==> config.mk <==
export PLATFORM = sky130hd
export DESIGN_NAME = sorted_priority_table_top
export DESIGN_NICKNAME = d
export VERILOG_FILES = /design/src/hdl/spt_pkg.sv /design/src/hdl/spt_cell.sv /design/src/hdl/spt_ffs.sv /design/src/hdl/sorted_priority_table_top.sv
export SDC_FILE = /design/constraint.sdc
export NUM_CORES = 2
export LEC_CHECK = 0
export ABC_AREA = 1
export ABC_CLOCK_PERIOD_IN_PS = 5210
export BUFFER_PORTS_ARGS = -buffer_cell sky130_fd_sc_hd__buf_2
export CORE_UTILIZATION = 40
export DETAILED_ROUTE_END_ITERATION = 12
export PLACE_DENSITY = 0.64
export SKIP_LAST_GASP = 1
export SYNTH_ARGS = -nofsm -noshare
export SYNTH_HDL_FRONTEND = slang
export SYNTH_SLANG_ARGS = --single-unit
==> constraint.sdc <==
create_clock -name i_clk -period 5.21 [get_ports i_clk]
set_input_delay 0.521 -clock i_clk [delete_from_list [all_inputs] [get_ports i_clk]]
set_output_delay 0.521 -clock i_clk [all_outputs]
set_load 0.02 [all_outputs]
==> src/hdl/spt_pkg.sv <==
// ----------------------------------------------------------------------------
// sorted priority table package
// shared widths, codes and the cell control bundle
// ----------------------------------------------------------------------------
package spt_pkg;

    localparam int DEPTH_DEF = 64;
    localparam int IDENT_W   = 16;
    localparam int PRIO_W    = 8;
    localparam int STATUS_W  = 2;
    localparam int GRP_W     = 8;

    typedef enum logic [0:0] {
        OP_INSERT = 1'b0,
        OP_DELETE = 1'b1
    } t_opcode;

    typedef enum logic [STATUS_W-1:0] {
        ST_DONE    = 2'd0,
        ST_FULL    = 2'd1,
        ST_MISSING = 2'd2
    } t_status;

    typedef struct packed {
        logic                upd;
        t_opcode             op;
        logic [IDENT_W-1:0]  ident;
        logic [PRIO_W-1:0]   prio;
    } t_cell_ctl;

endpackage

==> src/hdl/spt_cell.sv <==
// ----------------------------------------------------------------------------
// sorted priority table cell
// one table slot: compares against the broadcast request and shifts
// ----------------------------------------------------------------------------
module spt_cell #(
    parameter int  DEPTH = spt_pkg::DEPTH_DEF,
    parameter int  IDX   = 0,
    localparam int POS_W = $clog2(DEPTH),
    localparam int CNT_W = $clog2(DEPTH + 1)
) (
    input  logic                       i_clk,
    input  spt_pkg::t_cell_ctl         i_ctl,
    input  logic [POS_W-1:0]           i_pos,
    input  logic [CNT_W-1:0]           i_count,
    input  logic [spt_pkg::IDENT_W-1:0] i_left_ident,
    input  logic [spt_pkg::PRIO_W-1:0]  i_left_prio,
    input  logic [spt_pkg::IDENT_W-1:0] i_right_ident,
    input  logic [spt_pkg::PRIO_W-1:0]  i_right_prio,
    output logic [spt_pkg::IDENT_W-1:0] o_ident,
    output logic [spt_pkg::PRIO_W-1:0]  o_prio,
    output logic                       o_hit
);
    import spt_pkg::*;

    localparam logic [POS_W-1:0] MY_POS = POS_W'(IDX);
    localparam logic [CNT_W-1:0] MY_CNT = CNT_W'(IDX);

    logic [IDENT_W-1:0] r_ident, n_ident;
    logic [PRIO_W-1:0]  r_prio, n_prio;
    logic               w_held;

    assign w_held = (MY_CNT < i_count);

    always_comb begin
        case (i_ctl.op)
            OP_INSERT: o_hit = !(w_held && (r_prio >= i_ctl.prio));
            OP_DELETE: o_hit = w_held && (r_ident == i_ctl.ident);
            default:   o_hit = 1'b0;
        endcase
    end

    always_comb begin
        n_ident = r_ident;
        n_prio  = r_prio;
        if (i_ctl.upd) begin
            case (i_ctl.op)
                OP_INSERT: begin
                    if (MY_POS > i_pos) begin
                        n_ident = i_left_ident;
                        n_prio  = i_left_prio;
                    end else if (MY_POS == i_pos) begin
                        n_ident = i_ctl.ident;
                        n_prio  = i_ctl.prio;
                    end
                end
                OP_DELETE: begin
                    if (MY_POS >= i_pos) begin
                        n_ident = i_right_ident;
                        n_prio  = i_right_prio;
                    end
                end
                default: begin
                    n_ident = r_ident;
                    n_prio  = r_prio;
                end
            endcase
        end
    end

    always_ff @(posedge i_clk) begin
        r_ident <= n_ident;
        r_prio  <= n_prio;
    end

    assign o_ident = r_ident;
    assign o_prio  = r_prio;

endmodule

==> src/hdl/spt_ffs.sv <==
// ----------------------------------------------------------------------------
// sorted priority table first-hit finder
// two registered levels: lowest hit within each group, then lowest group
// ----------------------------------------------------------------------------
module spt_ffs #(
    parameter int  DEPTH = spt_pkg::DEPTH_DEF,
    localparam int POS_W = $clog2(DEPTH)
) (
    input  logic             i_clk,
    input  logic [DEPTH-1:0] i_hit,
    output logic             o_found,
    output logic [POS_W-1:0] o_pos
);
    import spt_pkg::*;

    localparam int NGRP   = (DEPTH + GRP_W - 1) / GRP_W;
    localparam int PAD_N  = NGRP * GRP_W;
    localparam int LI_W   = $clog2(GRP_W);
    localparam int GI_W   = (NGRP > 1) ? $clog2(NGRP) : 1;
    localparam int FULL_W = GI_W + LI_W;

    logic [PAD_N-1:0]  w_hit_pad;
    logic [NGRP-1:0]   r_any, n_any;
    logic [LI_W-1:0]   r_loc [NGRP];
    logic [LI_W-1:0]   n_loc [NGRP];
    logic              r_found, n_found;
    logic [POS_W-1:0]  r_pos, n_pos;
    logic [GI_W-1:0]   w_sel;
    logic [LI_W-1:0]   w_sel_loc;
    logic [FULL_W-1:0] w_full_pos;

    assign w_hit_pad = PAD_N'(i_hit);

    // lowest hit inside each group
    always_comb begin
        for (int g = 0; g < NGRP; g++) begin
            n_any[g] = |w_hit_pad[g*GRP_W +: GRP_W];
            n_loc[g] = '0;
            for (int k = GRP_W - 1; k >= 0; k--) begin
                if (w_hit_pad[g*GRP_W + k]) begin
                    n_loc[g] = LI_W'(k);
                end
            end
        end
    end

    // lowest group with a hit
    always_comb begin
        w_sel     = '0;
        w_sel_loc = '0;
        for (int g = NGRP - 1; g >= 0; g--) begin
            if (r_any[g]) begin
                w_sel     = GI_W'(g);
                w_sel_loc = r_loc[g];
            end
        end
        w_full_pos = {w_sel, w_sel_loc};
        n_found    = |r_any;
        n_pos      = w_full_pos[POS_W-1:0];
    end

    always_ff @(posedge i_clk) begin
        r_any   <= n_any;
        r_loc   <= n_loc;
        r_found <= n_found;
        r_pos   <= n_pos;
    end

    assign o_found = r_found;
    assign o_pos   = r_pos;

endmodule

==> src/hdl/sorted_priority_table_top.sv <==
// ----------------------------------------------------------------------------
// sorted priority table
// table of identifier and priority pairs held in descending priority order
// ----------------------------------------------------------------------------
// Usage:
//   Requests enter on i_valid / o_stall with i_opcode, i_ident and
//   i_priority_req. An insert places the entry after every held entry of
//   greater or equal priority; a delete removes the first entry holding
//   i_ident and closes the gap. Each request gives one result on
//   o_valid / i_stall: o_status, o_position and o_count.
//   The request is registered when taken, then passes the scan, the
//   two-level first-hit search and the shift of the cell row in turn; a
//   new request is taken only while idle or in the step that shifts the row.
//   A finished result waits in the output register while the next request
//   is taken; if it is still stalled when the next result is due, the
//   shift step holds and o_stall stays high.
//   Reset empties the table at once (count to zero); slot contents are not
//   cleared and there is no clearing pass.
// ----------------------------------------------------------------------------
module sorted_priority_table_top #(
    parameter int  DEPTH = spt_pkg::DEPTH_DEF,
    localparam int POS_W = $clog2(DEPTH),
    localparam int CNT_W = $clog2(DEPTH + 1)
) (
    input  logic                         i_clk,
    input  logic                         i_rst_n,
    input  logic                         i_valid,
    output logic                         o_stall,
    input  logic                         i_opcode,
    input  logic [spt_pkg::IDENT_W-1:0]  i_ident,
    input  logic [spt_pkg::PRIO_W-1:0]   i_priority_req,
    output logic                         o_valid,
    input  logic                         i_stall,
    output logic [spt_pkg::STATUS_W-1:0] o_status,
    output logic [POS_W-1:0]             o_position,
    output logic [CNT_W-1:0]             o_count
);
    import spt_pkg::*;

    typedef enum logic [1:0] {
        S_IDLE,
        S_SCAN,
        S_PICK,
        S_APPLY
    } t_state;

    t_state             r_state, n_state;
    t_opcode            r_req_op;
    logic [IDENT_W-1:0] r_req_ident;
    logic [PRIO_W-1:0]  r_req_prio;
    logic [CNT_W-1:0]   r_count, n_count;
    logic               r_o_valid;
    t_status            r_status, n_status;
    logic [POS_W-1:0]   r_position, n_position;
    logic [CNT_W-1:0]   r_out_count;

    logic               w_out_free;
    logic               w_accept;
    logic               w_apply;
    logic               w_upd;
    t_cell_ctl          w_ctl;
    logic               w_found;
    logic [POS_W-1:0]   w_pos;
    logic [DEPTH-1:0]   w_hit;
    logic [IDENT_W-1:0] w_ident [DEPTH];
    logic [PRIO_W-1:0]  w_prio  [DEPTH];

    assign w_out_free = !r_o_valid || !i_stall;
    assign o_stall    = !((r_state == S_IDLE) || ((r_state == S_APPLY) && w_out_free));
    assign w_accept   = i_valid && !o_stall;
    assign w_apply    = (r_state == S_APPLY) && w_out_free;

    // outcome of the request under way
    always_comb begin
        w_upd      = 1'b0;
        n_status   = ST_DONE;
        n_position = '0;
        n_count    = r_count;
        case (r_req_op)
            OP_INSERT: begin
                if (r_count == CNT_W'(DEPTH)) begin
                    n_status = ST_FULL;
                end else begin
                    w_upd      = 1'b1;
                    n_position = w_pos;
                    n_count    = r_count + CNT_W'(1);
                end
            end
            OP_DELETE: begin
                if (w_found) begin
                    w_upd      = 1'b1;
                    n_position = w_pos;
                    n_count    = r_count - CNT_W'(1);
                end else begin
                    n_status = ST_MISSING;
                end
            end
            default: begin
                n_status = ST_MISSING;
            end
        endcase
    end

    always_comb begin
        n_state = r_state;
        case (r_state)
            S_IDLE:  if (w_accept) n_state = S_SCAN;
            S_SCAN:  n_state = S_PICK;
            S_PICK:  n_state = S_APPLY;
            S_APPLY: begin
                if (w_apply) begin
                    n_state = w_accept ? S_SCAN : S_IDLE;
                end
            end
            default: n_state = S_IDLE;
        endcase
    end

    always_ff @(posedge i_clk) begin
        if (!i_rst_n) begin
            r_state   <= S_IDLE;
            r_count   <= '0;
            r_o_valid <= 1'b0;
        end else begin
            r_state <= n_state;
            if (w_accept) begin
                r_req_op    <= t_opcode'(i_opcode);
                r_req_ident <= i_ident;
                r_req_prio  <= i_priority_req;
            end
            if (w_apply) begin
                r_count     <= n_count;
                r_o_valid   <= 1'b1;
                r_status    <= n_status;
                r_position  <= n_position;
                r_out_count <= n_count;
            end else if (!i_stall) begin
                r_o_valid <= 1'b0;
            end
        end
    end

    assign w_ctl.upd   = w_apply && w_upd;
    assign w_ctl.op    = r_req_op;
    assign w_ctl.ident = r_req_ident;
    assign w_ctl.prio  = r_req_prio;

    for (genvar c = 0; c < DEPTH; c++) begin : g_cell
        spt_cell #(
            .DEPTH (DEPTH),
            .IDX   (c)
        ) u_cell (
            .i_clk         (i_clk),
            .i_ctl         (w_ctl),
            .i_pos         (w_pos),
            .i_count       (r_count),
            .i_left_ident  (w_ident[(c == 0) ? c : c - 1]),
            .i_left_prio   (w_prio[(c == 0) ? c : c - 1]),
            .i_right_ident (w_ident[(c == DEPTH - 1) ? c : c + 1]),
            .i_right_prio  (w_prio[(c == DEPTH - 1) ? c : c + 1]),
            .o_ident       (w_ident[c]),
            .o_prio        (w_prio[c]),
            .o_hit         (w_hit[c])
        );
    end

    spt_ffs #(
        .DEPTH (DEPTH)
    ) u_ffs (
        .i_clk   (i_clk),
        .i_hit   (w_hit),
        .o_found (w_found),
        .o_pos   (w_pos)
    );

    assign o_valid    = r_o_valid;
    assign o_status   = r_status;
    assign o_position = r_position;
    assign o_count    = r_out_count;

endmodule

# After elaboration in Yosys (flattened, before gate mapping)
# Cells that the tools add are included.
# word_totals
regBits	1625
latch_bits	0
ram_bits	0
romBits	0
in_bits	29
output_inout_bits	17
elab_cells	1646
n_memories	0
# op_classes
n_addsub	2
multipliers	0
div	0
magnitude_cmp	255
eq_ne	262
n_shift	0
n_mux	663
n_bitwise	1
n_reduce_logical	296
# ops
cell	count
$mux W16	192
$pmux W16 S2	63
$mux W8	192
$eq A16 B16 Y1	64
$pmux W8 S2	63
$ge A8 B8 Y1	64
$lt A6 B7 Y1 const A	32
$eq A6 B6 Y1 const A	32
$gt A6 B6 Y1 const A	32
$ne A3 B1 Y1 const B	63
$reduce_and A3 Y1	63
$ge A6 B6 Y1 const A	31
$mux W3	44
$logic_and A1 B1 Y1	131
$ne A2 B1 Y1 const B	65
$pmux W1 S2	65
$lt A5 B7 Y1 const A	16
$eq A5 B6 Y1 const A	16
$ge A5 B6 Y1 const A	16
$gt A5 B6 Y1 const A	16
$reduce_or A8 Y1	9
$logic_not A1 Y1	67
$lt A4 B7 Y1 const A	8
$eq A4 B6 Y1 const A	8
other kinds (36)	127

# Longest topological paths before layout
# logic_depth
ltp_word	11
mapped_depth	19

# Least setup slack after synthesis
# Ideal clock, no wire load.
# synth_timing
path_kind	reg-to-reg
from	register r_req_prio[7]
to	register u_ffs.r_loc[19] (netlist bit)
arrival_time_ns	3.650
path_slack_ns	1.445
stages_incl_launch_ff	14
synth_period_minus_slack_ns	3.765
cell_sequence	edfxtp_1 -> clkinv_1 -> clkbuf_1 -> ha_1 -> inv_1 -> nor3_1 -> nand4_1 -> nand4_1 -> nand2_1 -> nand2_1 -> nand2_1 -> nor2_1 -> nand2_1 -> and2_1
# synth_between
elab_chain_cells	10
elab_cells_between_ends	39
classes_between	8 x order compare; 14 x mux; 17 x reduce/logical
# synth_rtl
element	line_no	source
start, declared	sorted_priority_table_top.sv:50	logic [PRIO_W-1:0] r_req_prio;
start signal, assigned	sorted_priority_table_top.sv:129	r_req_prio <= i_priority_req;
$ge A8 B8 Y1	spt_cell.sv:36	OP_INSERT: o_hit = !(w_held && (r_prio >= i_ctl.prio));
$logic_and A1 B1 Y1	spt_cell.sv:36	
$logic_not A1 Y1	spt_cell.sv:36	
$pmux W1 S2	spt_cell.sv:35	case (i_ctl.op)
$mux W3 (4 in series)	spt_ffs.sv:40	if (w_hit_pad[g*GRP_W + k]) begin
$mux W2 (2 in series)	spt_ffs.sv:40	
end signal, assigned	spt_ffs.sv:64	r_loc <= n_loc;
end, declared	spt_ffs.sv:24	logic [LI_W-1:0] r_loc [NGRP];
# Several ways; a longest one is shown, not always the timed one.
# A chain may end at the register's enable or synchronous reset.

# Worst setup path after layout
# layout_timing
from	register r_count[2]
to	register u_ffs.r_any[5]
# layout_between
elab_chain_cells	5
elab_cells_between_ends	41
classes_between	8 x order compare; 8 x mux; 25 x reduce/logical
# layout_rtl
element	line_no	source
start, declared	sorted_priority_table_top.sv:51	logic [CNT_W-1:0] r_count, n_count;
start signal, assigned	sorted_priority_table_top.sv:132	r_count <= n_count;
$lt A6 B7 Y1	spt_cell.sv:32	assign w_held = (MY_CNT < i_count);
$logic_and A1 B1 Y1	spt_cell.sv:36	
$logic_not A1 Y1	spt_cell.sv:36	
$pmux W1 S2	spt_cell.sv:35	
$reduce_or A8 Y1 *	spt_ffs.sv:37	n_any[g] = |w_hit_pad[g*GRP_W +: GRP_W];
net u_ffs.n_any[5]	spt_ffs.sv:23	logic [NGRP-1:0] r_any, n_any;
end signal, assigned	spt_ffs.sv:63	r_any <= n_any;
end, declared	spt_ffs.sv:23	
# Mark *: on every way through the listed nets, which the timed path passes. The rest lies on a longest branch.

==> results.toml <==
[status]
status = "finished clean"

[timing]
report.final.slew_viol_count = 0
max_slew.worst_pin.slew_ns = 1.43
report.final.setup_viol = 0
headroom_to_the_max_slew_limit_pct = 3.67
unrepaired_setup_endpoints_after_global_routing = "false"
hold_viol = 0
worst_clock_skew_ns = 0.0630
post-route-min-period_ns = 3.88
setup_total_negative_slack_ns = 0
fmaxAchievable_mhz = 258
min_period_over_period_pct = 74.5

[setup_path]
critical_path_fanouts_max = 11
worstSetupStartpointType = "flop"
rr_worst_depth = 11
cp-end-kind = "flop"
cp_data_required_time_ns = 5.96
rr_startpoint = "r_count[2]$_SDFFE_PN0P_"
rr_endpoint = "u_ffs.r_any[5]$_DFF_P_"
data_arrival_critical_path_ns = 4.63
crit_type = "reg2reg"
r2r_setup_slack_ns = 1.33

[drt]
detailroute.via_count = 102000
drc = 0
dr.first_iter.drc_count = 16400
wl_per_cell_um = 26.1
drt-vias-per-instance = 6.15
drt_pre_antenna_iters = 9
totalWireLength_um = 431000
drt.antenna.violating_nets = 0

[power_and_ir_drop]
vdd_drop_max_mv = 0.378
power_leakage_nw = 45.4
powerDensity_nw_per_um2 = 405

[floorplan]
die-area_um2 = 270000
row_count = 189
io-pin-count = 46
core_um2 = 266000
vertical_die_dimension_um = 519
die_x_um = 519
start_util_pct = 40.3

[clocking]
cts-root-to-sink-buffers = 3
number_of_hold_repair_buffers_added_at_the_cts_stage = 28
postCtsResizedCells = 0
cts.sink_count = 1625
cts_tree = "built"
postCtsSetupRepairBufs = 0
cts.clk_slew.worst_paths_ns = 0.06
cts-buffers-inserted = 188
ctsHtreeMaxLevel = 4
root_buffer = "clkbuf_16"
worst_skew_pair.late_latency_ns = 0.90

[yosys]
synth.yosys.seq_area_share_pct = 45.2
post_synth.cell_area_avg_um2 = 8.08
syn_inst = 13200
synth_top_area_cell = "edfxtp_1"
netlist.area_leader.share_pct = 44.2
synthesis_stage_register_bit_count = 1625
netlist_top_cells_area = "edfxtp_1 (44%), a21oi_1 (9.5%), nand2_1 (9.5%)"
syn_area_um2 = 107000
synth-warning-count = 0
synth_cell_type_count = 55
most_common_flop_cell_mapped_by_yosys = "edfxtp_1"
synth_nets = 13800
synth-edff-count = 1576
ys_async_sr_fraction_pct = 0

[min_path]
hold-path-cell-count = 2
worst_hold_startpoint = "i_ident[0]"
hold_class = "in2reg"
min_delay_worst_endpoint = "r_req_ident[0]$_DFFE_PP_"

[placed_design]
place.port_buffers = 45
place_hpwl_um = 296000
dpl_cell_area_um2 = 110000
gp_routability_congestion = 0.991

[global_routing]
grt_overflow = 0
grt_use_total_pct = 30.9
grt_max_degree = 231
grt_first_pass_wirelength_um = 628000
grt_antenna_before_repair = 24
first_global_vias = 92900

[layout]
finalNetCount = 13400
fin_util_pct = 44.0
drive_gt1_share_pct = 6.10
area_growth_pct = 9.11
final_cell_mix = "nand2_1 (2694), a21oi_1 (2024), edfxtp_1 (1576), inv_1 (1181), o21ai_0 (1142)"
num-fill-cells = 26200
layout.cells.most_common = "nand2_1"
area_of_all_placed_cells_without_fillers_um2 = 117000

[job]
max_capacitance_violation_count = 0
==> kinds of logic (layout without fill, tap and decap cells) <==
| group | after synthesis | count (layout) | synth area share (%) |
|---|---|---|---|
| compound gates | 4161 | 4161 | 21.3 |
| simple gates | 4388 | 4388 | 16.5 |
| fa+ha+maj | 519 | 519 | 6.07 |
| flops | 1625 | 1625 | 45.2 |
| buf+inv | 2232 | 1956 | 8.38 |
| other cells | 0 | 14 | 0 |
| xor+xnor | 324 | 324 | 2.65 |
==> synth_stat cells, types with 4 or more instances <==
| library cell | number |
|---|---|
| nand2_1 | 2695 |
| a21oi_1 | 2025 |
| edfxtp_1 | 1576 |
| inv_1 | 1195 |
| o21ai_0 | 1142 |
| nor2_1 | 1124 |
| ha_1 | 519 |
| clkbuf_1 | 499 |
| buf_2 | 341 |
| a31oi_1 | 276 |
| o22ai_1 | 274 |
| nand3_1 | 219 |
| xnor2_1 | 185 |
| o211ai_1 | 184 |
| nand4_1 | 149 |
| xor2_1 | 139 |
| buf_1 | 103 |
| nor3_1 | 94 |
| o221ai_1 | 74 |
| o2111ai_1 | 60 |
| dfxtp_1 | 49 |
| inv_2 | 49 |
| o21ai_1 | 44 |
| nor4_1 | 35 |
| a22oi_1 | 30 |
| buf_4 | 28 |
| nand3b_1 | 17 |
| nor2_2 | 11 |
| o311ai_0 | 11 |
| nand2_2 | 9 |
| nor2_4 | 9 |
| or2_2 | 9 |
| o21a_1 | 8 |
| a21oi_2 | 7 |
| buf_6 | 7 |
| clkinv_1 | 7 |
| a221oi_1 | 5 |
| nor4b_1 | 4 |
| o21ai_2 | 4 |
==> state kept, by name, indices dropped and copies added (netlist names), 2 cells and up <==
signal,count
g_cell.u_cell.o_prio,512
g_cell.u_cell.o_ident,1024
o_position,6
u_ffs.r_loc,24
u_ffs.o_pos,6
r_req_prio,8
o_status,2
o_count,7
r_count,7
r_state,2
u_ffs.r_any,8
r_req_ident,16
==> how the worst max path moves through the flow <==
stage | start | to | slack (ns)
after detailed placement | u_ffs.o_pos[4]$_SDFF_PP0_ | g_cell[9].u_cell.o_ident[5]$_DFFE_PP_ | 1.51
after global placement | u_ffs.o_pos[4]$_SDFF_PP0_ | g_cell[9].u_cell.o_ident[4]$_DFFE_PP_ | 1.59
after global routing | u_ffs.o_pos[4]$_SDFF_PP0_ | g_cell[9].u_cell.o_ident[5]$_DFFE_PP_ | 1.13
final | r_count[2]$_SDFFE_PN0P_ | u_ffs.r_any[5]$_DFF_P_ | 1.33
after CTS | u_ffs.o_pos[4]$_SDFF_PP0_ | g_cell[9].u_cell.o_ident[5]$_DFFE_PP_ | 1.50
after floorplan | r_req_prio[7]$_DFFE_PP_ | u_ffs.r_loc[19]$_SDFF_PP0_ | 1.45
==> critical path: stages (launching register included) <==
cell     delay (ns)
dfxtp_1        0.66
nand2_1        0.45
nor2_2         0.67
inv_1          0.26
a21oi_1        0.81
nand2_1        0.11
nand2_1        0.09
nand2_1        0.08
inv_1          0.19
nand3_1        0.13
nor2_1         0.18
nand4_1        0.11
==> metrics by stage <==
stage / setup WS, ns / hold slack, ns / std cells / total power [mW]
2_1_floorplan: 1.45 / 0.406 / 13200 / 27.7
3_3_place_gp: 1.59 / 0.492 / 16100 / 33.1
3_5_place_dp: 1.51 / 0.486 / 16100 / 33.4
4_1_cts: 1.50 / 0.293 / 16500 / 46.7
5_1_grt: 1.13 / 0.331 / 16500 / 48.9
6_report: 1.33 / 0.338 / 16500 / 47.3
==> power breakdown <==
group	total, mW	internal, mW	leakage [nW]	switching (mW)
clock	13.5	7.47	2.95	6.04
sequential	18.9	17.3	14.7	1.65
combinational	14.8	4.09	27.8	10.7
==> cell type report <==
cell class	instances	area (um^2)	share of cell area [%]
Clock buffer	238	5040	4.32
Clock inverter	111	1010	0.867
Timing Repair Buffer	353	3170	2.72
Multi-Input combinational cell	9392	50000	42.8
Sequential cell	1625	48300	41.4
Tap cell	3533	4420	3.79
Antenna cell	14	35.0	0.0300
Inverter	1254	4770	4.09
==> routing by layer <==
metal / track usage, % / share of wire (%) / vias up
met4: 15.5 / 5.7 / 22
met5: 0 / 0.035 / -
met1: 41.8 / 39 / 48100
li1: - / - / 45200
met3: 7.83 / 13 / 1198
met2: 45.6 / 42 / 7035
Power figures use the tool's default switching activity.
